## config.mk

```make
export PLATFORM = sky130hd
export DESIGN_NAME = format_print_engine
export DESIGN_NICKNAME = d
export VERILOG_FILES = /design/src/hdl/fpe_pkg.sv /design/src/hdl/format_print_engine.sv
export SDC_FILE = /design/constraint.sdc
export NUM_CORES = 2
export LEC_CHECK = 0
export BUFFER_PORTS_ARGS = -buffer_cell sky130_fd_sc_hd__clkbuf_2
export CORE_MARGIN = 4
export CORE_UTILIZATION = 50
export CTS_CLUSTER_SIZE = 30
export DETAILED_ROUTE_END_ITERATION = 10
export PLACE_DENSITY = 0.67
export SLEW_MARGIN = 20
export SYNTH_ARGS = -nofsm -noshare
export SYNTH_HDL_FRONTEND = slang
export SYNTH_SLANG_ARGS = --single-unit
```

## constraint.sdc

```tcl
create_clock -name clk -period 6.38 [get_ports clk]
set_input_delay 0.319 -clock clk [delete_from_list [all_inputs] [get_ports clk]]
set_output_delay 0.319 -clock clk [all_outputs]
set_load 0.005 [all_outputs]
```

## src/hdl/fpe_pkg.sv

```systemverilog
`timescale 1ns / 1ps

package fpe_pkg;

  localparam int unsigned COUNT_W = 31;
  localparam int unsigned DIGITS  = 10;

  localparam logic [COUNT_W-1:0] COUNT_MAX = {COUNT_W{1'b1}};

  // n / 10 == (n * RECIP_10) >> 35 for every 32-bit n
  localparam logic [31:0] RECIP_10 = 32'hCCCC_CCCD;

  localparam logic [2:0] KIND_FMT   = 3'd0;
  localparam logic [2:0] KIND_WORD  = 3'd1;
  localparam logic [2:0] KIND_SBYTE = 3'd2;
  localparam logic [2:0] KIND_EMPTY = 3'd3;
  localparam logic [2:0] KIND_NULL  = 3'd4;
  localparam logic [2:0] KIND_START = 3'd5;

  localparam logic [1:0] ARG_NONE = 2'd0;
  localparam logic [1:0] ARG_STR  = 2'd1;
  localparam logic [1:0] ARG_DEC  = 2'd2;
  localparam logic [1:0] ARG_HEX  = 2'd3;

  localparam logic [7:0] CH_PERCENT = 8'h25;
  localparam logic [7:0] CH_S       = 8'h73;
  localparam logic [7:0] CH_D       = 8'h64;
  localparam logic [7:0] CH_X       = 8'h78;
  localparam logic [7:0] CH_MINUS   = 8'h2D;

  typedef enum logic [2:0] {
    OP_DISPATCH,
    OP_EMIT_BYTE,
    OP_EMIT_NULL,
    OP_SIGN,
    OP_MUL,
    OP_DIV,
    OP_HEX,
    OP_EMIT_DIGIT
  } op_t;

  typedef logic [2:0] step_t;

  localparam step_t ST_IDLE = 3'd0;
  localparam step_t ST_ECHO = 3'd1;
  localparam step_t ST_NULL = 3'd2;
  localparam step_t ST_SIGN = 3'd3;
  localparam step_t ST_MUL  = 3'd4;
  localparam step_t ST_DIV  = 3'd5;
  localparam step_t ST_HEX  = 3'd6;
  localparam step_t ST_OUT  = 3'd7;

  // jmp is taken when the step's condition holds, nxt otherwise
  typedef struct packed {
    op_t   op;
    step_t jmp;
    step_t nxt;
  } uword_t;

  function automatic uword_t ucode(input step_t s);
    uword_t w;
    case (s)
      ST_IDLE: w = '{op: OP_DISPATCH,   jmp: ST_IDLE, nxt: ST_IDLE};
      ST_ECHO: w = '{op: OP_EMIT_BYTE,  jmp: ST_IDLE, nxt: ST_IDLE};
      ST_NULL: w = '{op: OP_EMIT_NULL,  jmp: ST_NULL, nxt: ST_IDLE};
      ST_SIGN: w = '{op: OP_SIGN,       jmp: ST_MUL,  nxt: ST_MUL};
      ST_MUL:  w = '{op: OP_MUL,        jmp: ST_DIV,  nxt: ST_DIV};
      ST_DIV:  w = '{op: OP_DIV,        jmp: ST_MUL,  nxt: ST_OUT};
      ST_HEX:  w = '{op: OP_HEX,        jmp: ST_HEX,  nxt: ST_OUT};
      ST_OUT:  w = '{op: OP_EMIT_DIGIT, jmp: ST_OUT,  nxt: ST_IDLE};
      default: w = '{op: OP_DISPATCH,   jmp: ST_IDLE, nxt: ST_IDLE};
    endcase
    return w;
  endfunction

  function automatic logic [7:0] hex_char(input logic [3:0] d);
    logic [7:0] c;
    if (d < 4'd10) begin
      c = 8'h30 + {4'b0, d};
    end else begin
      c = 8'h57 + {4'b0, d};
    end
    return c;
  endfunction

  function automatic logic [7:0] null_char(input logic [2:0] i);
    logic [7:0] c;
    case (i)
      3'd0:    c = 8'h28;
      3'd1:    c = 8'h6E;
      3'd2:    c = 8'h75;
      3'd3:    c = 8'h6C;
      3'd4:    c = 8'h6C;
      3'd5:    c = 8'h29;
      default: c = 8'h29;
    endcase
    return c;
  endfunction

endpackage

```

## src/hdl/format_print_engine.sv

```systemverilog
`timescale 1ns / 1ps
// An item is taken at the idle step; plain and string bytes reach the output register from the
// echo step, a decimal word through the sign, multiply, divide and digit steps in that order.
// One item at a time: a new item is taken only once the routine for the last one is back at
// idle. A null string is emitted from the null step, a hex word runs the hex and digit steps,
// and an output stall holds the current step.
// Reset (rst, synchronous, active high) clears the step counter, pending state and count.

module format_print_engine
  import fpe_pkg::*;
(
  input  logic               clk,
  input  logic               rst,
  input  logic               in_valid,
  output logic               in_ready,
  input  logic [2:0]         kind,
  input  logic [31:0]        data,
  input  logic               string_end,
  output logic               out_valid,
  input  logic               out_ready,
  output logic [7:0]         out_char,
  output logic               last,
  output logic [COUNT_W-1:0] char_count
);

  // sequencer
  step_t  pc;
  uword_t uw;

  // format state
  logic       percent_pending;
  logic [1:0] awaited;
  logic [COUNT_W-1:0] count;

  // datapath: working word, product register, digit stack (newest digit at entry 0),
  // digit count
  logic [31:0] mag;
  logic [63:0] prod;
  logic [3:0]  dig_buf [DIGITS];
  logic [3:0]  len;

  logic [3:0]  len_m1;
  logic [31:0] quot;
  logic [31:0] quot10;
  logic [3:0]  digit;

  logic       accept;
  logic       emit_ok;
  logic       do_emit;
  logic       fire;
  logic       stall;
  logic       cond;
  logic [7:0] emit_char;
  logic       emit_last;
  logic [COUNT_W-1:0] count_inc;

  // dispatch decode
  step_t      disp_step;
  logic       pend_next;
  logic [1:0] await_next;
  logic       start;

  logic [7:0] byte_in;

  assign uw       = ucode(pc);
  assign in_ready = (uw.op == OP_DISPATCH);
  assign accept   = in_valid && in_ready;
  assign byte_in  = data[7:0];

  assign len_m1 = len - 4'd1;
  assign quot   = {3'b0, prod[63:35]};
  assign quot10 = {quot[28:0], 3'b0} + {quot[30:0], 1'b0};
  assign digit  = 4'(mag - quot10);

  assign emit_ok   = !out_valid || out_ready;
  assign count_inc = (count == COUNT_MAX) ? count : count + 1'b1;

  // per-step control: what the current step emits and which way it branches
  always_comb begin
    do_emit   = 1'b0;
    emit_char = mag[7:0];
    emit_last = 1'b1;
    cond      = 1'b0;
    case (uw.op)
      OP_DISPATCH: begin
      end
      OP_EMIT_BYTE: begin
        do_emit = 1'b1;
      end
      OP_EMIT_NULL: begin
        do_emit   = 1'b1;
        emit_char = null_char(len[2:0]);
        emit_last = (len == 4'd5);
        cond      = (len != 4'd5);
      end
      OP_SIGN: begin
        do_emit   = mag[31];
        emit_char = CH_MINUS;
        emit_last = 1'b0;
      end
      OP_MUL: begin
      end
      OP_DIV: begin
        cond = (quot != 32'd0) && (len < 4'(DIGITS - 1));
      end
      OP_HEX: begin
        cond = (mag[31:4] != 28'd0) && (len < 4'd7);
      end
      OP_EMIT_DIGIT: begin
        do_emit   = 1'b1;
        emit_char = hex_char(dig_buf[0]);
        emit_last = (len == 4'd1);
        cond      = (len != 4'd1);
      end
      default: begin
      end
    endcase
  end

  assign stall = do_emit && !emit_ok;
  assign fire  = do_emit && emit_ok;

  // item decode at the idle step: state changes and entry point of the routine
  always_comb begin
    disp_step  = ST_IDLE;
    pend_next  = percent_pending;
    await_next = awaited;
    start      = 1'b0;
    case (kind)
      KIND_FMT: begin
        if (awaited == ARG_NONE && byte_in != 8'd0) begin
          if (percent_pending) begin
            pend_next = 1'b0;
            if (byte_in == CH_S) begin
              await_next = ARG_STR;
            end else if (byte_in == CH_D) begin
              await_next = ARG_DEC;
            end else if (byte_in == CH_X) begin
              await_next = ARG_HEX;
            end
          end else if (byte_in == CH_PERCENT) begin
            pend_next = 1'b1;
          end else begin
            disp_step = ST_ECHO;
          end
        end
      end
      KIND_WORD: begin
        if (awaited == ARG_DEC) begin
          disp_step  = ST_SIGN;
          await_next = ARG_NONE;
        end else if (awaited == ARG_HEX) begin
          disp_step  = ST_HEX;
          await_next = ARG_NONE;
        end
      end
      KIND_SBYTE: begin
        if (awaited == ARG_STR) begin
          if (byte_in == 8'd0) begin
            await_next = ARG_NONE;
          end else begin
            disp_step = ST_ECHO;
            if (string_end) begin
              await_next = ARG_NONE;
            end
          end
        end
      end
      KIND_EMPTY: begin
        if (awaited == ARG_STR) begin
          await_next = ARG_NONE;
        end
      end
      KIND_NULL: begin
        if (awaited == ARG_STR) begin
          disp_step  = ST_NULL;
          await_next = ARG_NONE;
        end
      end
      KIND_START: begin
        start      = 1'b1;
        pend_next  = 1'b0;
        await_next = ARG_NONE;
      end
      default: begin
      end
    endcase
  end

  // step counter and control state
  always_ff @(posedge clk) begin
    if (rst) begin
      pc              <= ST_IDLE;
      percent_pending <= 1'b0;
      awaited         <= ARG_NONE;
      count           <= '0;
      len             <= 4'd0;
    end else begin
      if (uw.op == OP_DISPATCH) begin
        if (accept) begin
          pc              <= disp_step;
          percent_pending <= pend_next;
          awaited         <= await_next;
          len             <= 4'd0;
          if (start) begin
            count <= '0;
          end
        end
      end else if (!stall) begin
        pc <= cond ? uw.jmp : uw.nxt;
        case (uw.op)
          OP_EMIT_NULL:  len <= len + 4'd1;
          OP_DIV:        len <= len + 4'd1;
          OP_HEX:        len <= len + 4'd1;
          OP_EMIT_DIGIT: len <= len_m1;
          default: begin
          end
        endcase
      end
      if (fire) begin
        count <= count_inc;
      end
    end
  end

  // working word, product and digit stack; digits go in least significant first
  // and come out from entry 0, so the stack shifts up on a push and down on a pop
  always_ff @(posedge clk) begin
    if (accept) begin
      mag <= data;
    end else if (!stall) begin
      case (uw.op)
        OP_SIGN: begin
          if (mag[31]) begin
            mag <= ~mag + 32'd1;
          end
        end
        OP_MUL: begin
          prod <= mag * RECIP_10;
        end
        OP_DIV: begin
          dig_buf[0] <= digit;
          for (int i = 1; i < DIGITS; i++) begin
            dig_buf[i] <= dig_buf[i-1];
          end
          mag <= quot;
        end
        OP_HEX: begin
          dig_buf[0] <= mag[3:0];
          for (int i = 1; i < DIGITS; i++) begin
            dig_buf[i] <= dig_buf[i-1];
          end
          mag <= {4'b0, mag[31:4]};
        end
        OP_EMIT_DIGIT: begin
          for (int i = 0; i < DIGITS - 1; i++) begin
            dig_buf[i] <= dig_buf[i+1];
          end
        end
        default: begin
        end
      endcase
    end
  end

  // output register
  always_ff @(posedge clk) begin
    if (rst) begin
      out_valid <= 1'b0;
    end else if (fire) begin
      out_valid <= 1'b1;
    end else if (out_ready) begin
      out_valid <= 1'b0;
    end
  end

  always_ff @(posedge clk) begin
    if (fire) begin
      out_char   <= emit_char;
      last       <= emit_last;
      char_count <= count_inc;
    end
  end

endmodule

```

# Yosys cells after proc, flatten, opt, wreduce, memory -nomap -nowiden
# Memory sizes are Yosys's and may differ from the RTL's. A register that Yosys moved wholly into a read port is not among the register bits.
# Index checks and enable logic that the tools add are counted.
dict set report totals {
  romBits 72
  out_inout_bits 42
  latchBits 0
  word_cells 208
  n_memories 2
  mem_bits_rw 40
  register_bits 178
  input_bits 40
}
# name words width rd rd_ports_with_merged_regs wr line_no
set mem_list {}
lappend mem_list {{(no name shown)} 8 9 1 1 0 fpe_pkg.sv:62} ;# case (s)
lappend mem_list {dig_buf 10 4 10 0 10 format_print_engine.sv:39} ;# logic [3:0] dig_buf [DIGITS];
dict set report op_classes {
  magnitude_cmp 3
  n_mul 1
  addsub 8
  div 0
  muxes 84
  n_eq_ne 39
  bitwise_logic 22
  n_reduce_logical 37
  shifts 0
}
# op count
set ops {}
lappend ops {{$mux 31} 5}
lappend ops {{$mux 32} 3}
lappend ops {{$pmux 32 s3} 1}
lappend ops {{$mux 4} 22}
lappend ops {{$mul 32x32->64 const B} 1}
lappend ops {{$add 32x1->32 const B} 1}
lappend ops {{$not 32->32} 1}
lappend ops {{$reduce_bool 32->1} 1}
lappend ops {{$add 31x1->31 const B} 1}
lappend ops {{$eq 31x31->1 const B} 1}
lappend ops {{$pmux 7 s4} 1}
lappend ops {{$reduce_bool 28->1} 1}
lappend ops {{$eq 8x7->1 const B} 3}
lappend ops {{$mux 2} 12}
lappend ops {{$mux 3} 8}
lappend ops {{$pmux 8 s3} 1}
lappend ops {{$mux 1} 23}
lappend ops {{$eq 3x3->1 const B} 7}
lappend ops {{$or 1x1->1} 19}
lappend ops {{$eq 3x2->1 const B} 6}
lappend ops {{$pmux 3 s4} 1}
lappend ops {{$reduce_and 3->1} 4}
lappend ops {{$ne 2x2->1 const B} 5}
lappend ops {{$pmux 2 s5} 1}
lappend ops {{41 further kinds} 65}

# Depth between registers and ports, before layout
dict set report logic_depth {
  word_depth 9
  ltp_mapped 26
  depth_no_buf 26
}

# Worst setup path before layout
# Ideal clock, no wire load.
dict set report synth_timing {
  kind {register -> register}
  from {register mag[16]}
  to {register prod[56] (data pin)}
  path_stages_with_launch 22
  t_required_ns 6.114
  path_slack_ns -0.658
  arrival_time_ns 6.773
  setup_ns 0.266
  synth_period_minus_slack_ns 7.038
  path_buffers 0
  cell_sequence {edfxtp_1 inv_1 ha_1 ha_1 fa_1 inv_1 fa_1 inv_1 fa_1 fa_1 fa_1 inv_1 fa_1 inv_1 ha_1 a21o_1 or4_1 a2111oi_0 and4bb_2 a211oi_1 o21ai_0 xor2_1}
}
dict set report synth_between {
  elab_chain_len 1
}
# element line_no
set synth_rtl {}
lappend synth_rtl {{start: declaration} format_print_engine.sv:37} ;# logic [31:0] mag;
lappend synth_rtl {{start signal: assignment} format_print_engine.sv:230} ;# mag <= data;
lappend synth_rtl {{start signal: assignment} format_print_engine.sv:235} ;# mag <= ~mag + 32'd1;
lappend synth_rtl {{start signal: assignment} format_print_engine.sv:246} ;# mag <= quot;
lappend synth_rtl {{$mul 32x32->64} format_print_engine.sv:239} ;# prod <= mag * RECIP_10;
lappend synth_rtl {{end signal: assignment} format_print_engine.sv:239}
lappend synth_rtl {{end: declaration} format_print_engine.sv:38} ;# logic [63:0] prod;
# No other way between the ends.
# A chain may end at the register's enable or synchronous reset.

# Worst setup path in the final report
# Same ends and word-level chain as after synthesis.

==> results.tsv <==
metric	value	unit
critical_path_class	reg -> reg	
hold_slack	144	ps
grt_pass1_vias	22400	
die_h	241	µm
hold_violations	0	
avgRoutedWirePerCell	23.1	µm
antenna_found_initial	1	
numCtsBuffers	17	
core	53700	µm²
yosys.area.top_type	fa_1	
synth_commonest_cells	inv_1, ha_1, fa_1	
worst-slew-pin-transition	1000	ps
antenna_cells	0	
initial_core_util	0.505	
grt_max_degree	57	
grt_first_pass_wirelength	137000	µm
max_stage_delay	570	ps
rsz0062_at_grt	yes	
hp-class	in -> reg	
clk_pin_slew	90	ps
ys_top_cells_by_area	fa_1, ha_1, edfxtp_1	
clk-insertion-delay-late	470	ps
finalCritPeriodShare	1.11	
cts_tree	yes	
final_util	0.630	
max_freq	142	MHz
syn_to_final_growth	24.8	%
ys_seq_area_frac	0.194	
synthArstFlopShare	0	
drv_slew	0	
die_w	241	µm
grt_usage	0.317	
gr-total-overflow	0	
ys_warn_count	0	
syn_avg_cell_area	9.92	µm²
cp_common_cell	fa_1	
period_needed	7060	ps
cap_violations	0	
final_nets	4047	
crit_fanout	4	
first_iter_violations	1918	
worstSetupStartpointType	flip-flop	
clkSinkCount	192	
clock_tree.root_cell	clkbuf_16	
setup_slack	-677	ps
synthCells	2732	
gp_congestion	1.07	
violations	negative setup slack	
synth.most_common_cell	inv_1	
ys_types	76	
synth-main-ff-cell	edfxtp_1	
ios	82	
htree_levels	4	
synth_top_area_frac	0.285	
status	finished with violations	
slew-limit-headroom	0.329	
drc	0	
clk_path_buf_depth	2	
fin_skew	19.9	ps
synthesis.nets	3549	
end_kind	flip-flop	
synth_edf_count	141	
cp_slowest_cell	fa_1	
fillers	4385	
routed_wl	91000	µm
viasPerCell	5.50	
vias	21700	
dieArea	58000	µm²
setup_violations	27	
critPathArrivalTime	7280	ps
dr.pass1.iters	8	
hpwl	78500	µm
final_antenna_net_count	0	
port_buffers	81	
ys_seq_elements	192	
drive_gt1_frac	0.271	
rows	85	
synth_area	27100	µm²
crit_required	6600	ps
-- area by class of cell --
type / instances / area [µm²] / area share
repair buffers: 550 / 4050 / 0.120
clock buffers: 17 / 425 / 0.0126
multi-input cells: 1818 / 20600 / 0.609
well taps: 696 / 871 / 0.0257
inverters: 651 / 2460 / 0.0728
flip-flops and latches: 192 / 5260 / 0.155
clock inverters: 15 / 164 / 0.00484
-- timing repair --
action	in CTS	in global routing
pin swaps	61	70
cloned	0	0
hold buffers	0	0
resized for setup	115	98
endpoints found under the setup margin	29	29
buffers inserted	42	20
-- registers in the layout, indices dropped and copies added, names as in the netlist, 2 cells and up --
| signal | count |
|---|---|
| dig_buf | 40 |
| mag | 32 |
| char_count | 31 |
| count | 31 |
| prod | 29 |
| uw | 9 |
| out_char | 8 |
| len | 4 |
| pc | 3 |
| awaited | 2 |
-- final timing paths --
| kind | slack [ps] | startpoint | to | cells after the start |
|---|---|---|---|---|
| worst min register to register | 460 | dig_buf[8][2]$_DFFE_PP_ | dig_buf[9][2]$_DFFE_PP_ | 0 |
| worst max-delay path | -680 | mag[16]$_DFFE_PP_ | prod[56]$_DFFE_PP_ | 25 |
| worst max register to register | -680 | mag[16]$_DFFE_PP_ | prod[56]$_DFFE_PP_ | 25 |
| worst min-delay path | 140 | data[29] | mag[29]$_DFFE_PP_ | 3 |
-- cells by family after synthesis --
| family | Yosys count | synth area share |
|---|---|---|
| xor gates and xnor gates | 140 | 0.0452 |
| buffers and inverters | 722 | 0.101 |
| muxes | 40 | 0.0163 |
| and+or+nand+nor | 456 | 0.0819 |
| DFF | 192 | 0.194 |
| AOI/OAI and AO/OA | 405 | 0.0966 |
| adders and majority gates | 777 | 0.466 |
-- through the flow --
step           cells  TNS (ps)  worst slack, ps  instance area, µm²
2_1_floorplan   2732     -1080             -211               27700
3_3_place_gp    3850    -14330             -805               31800
3_5_place_dp    3850    -15380             -769               31800
4_1_cts         3920    -12260             -685               33200
5_1_grt         3939    -17900             -861               33800
6_report        3939    -12400             -677               33800
-- layer usage --
layer | up-vias | wire length (µm) | GRT usage
li1 | 9901 | - | -
met1 | 10800 | 38800 | 0.442
met2 | 813 | 42600 | 0.513
met3 | 143 | 6700 | 0.0606
met4 | 0 | 2920 | 0.0876
met5 | - | 0 | 0
-- cells in the final DEF (no fill, tap or decap), drive strengths merged, types with 5 or more instances in the layout --
cell type / instances
dfxtp: 51
nor2b: 15
mux2i: 7
o21bai: 6
a222oi: 24
inv: 657
a22oi: 6
mux2: 33
o211ai: 7
nor3b: 5
a31oi: 11
a21oi: 133
a211oi: 13
nor2: 123
and2: 12
edfxtp: 141
clkinv: 9
nand3: 42
clkbuf: 98
nand4: 36
nor4: 14
a221oi: 6
ha: 391
nor3: 30
xor2: 58
fa: 386
o221ai: 5
xnor2: 82
o31ai: 8
or4: 6
nand2b: 9
nand2: 134
o21ai: 81
and3: 11
buf: 469
o21a: 6
a21o: 62
a211o: 7
-- worst max-delay path: cells and delay by family (launching register included) --
kind	cells	cell delay, ps
adder cells (fa/ha/maj)	9	3790
XOR/XNOR	1	140
flip-flops	1	500
buffers and inverters	9	860
AND/OR/NAND/NOR	2	770
AO/OA/AOI/OAI	4	720
Power is not shown: default switching activity piles up to over one toggle a cycle in this logic, so the estimate is an artifact.
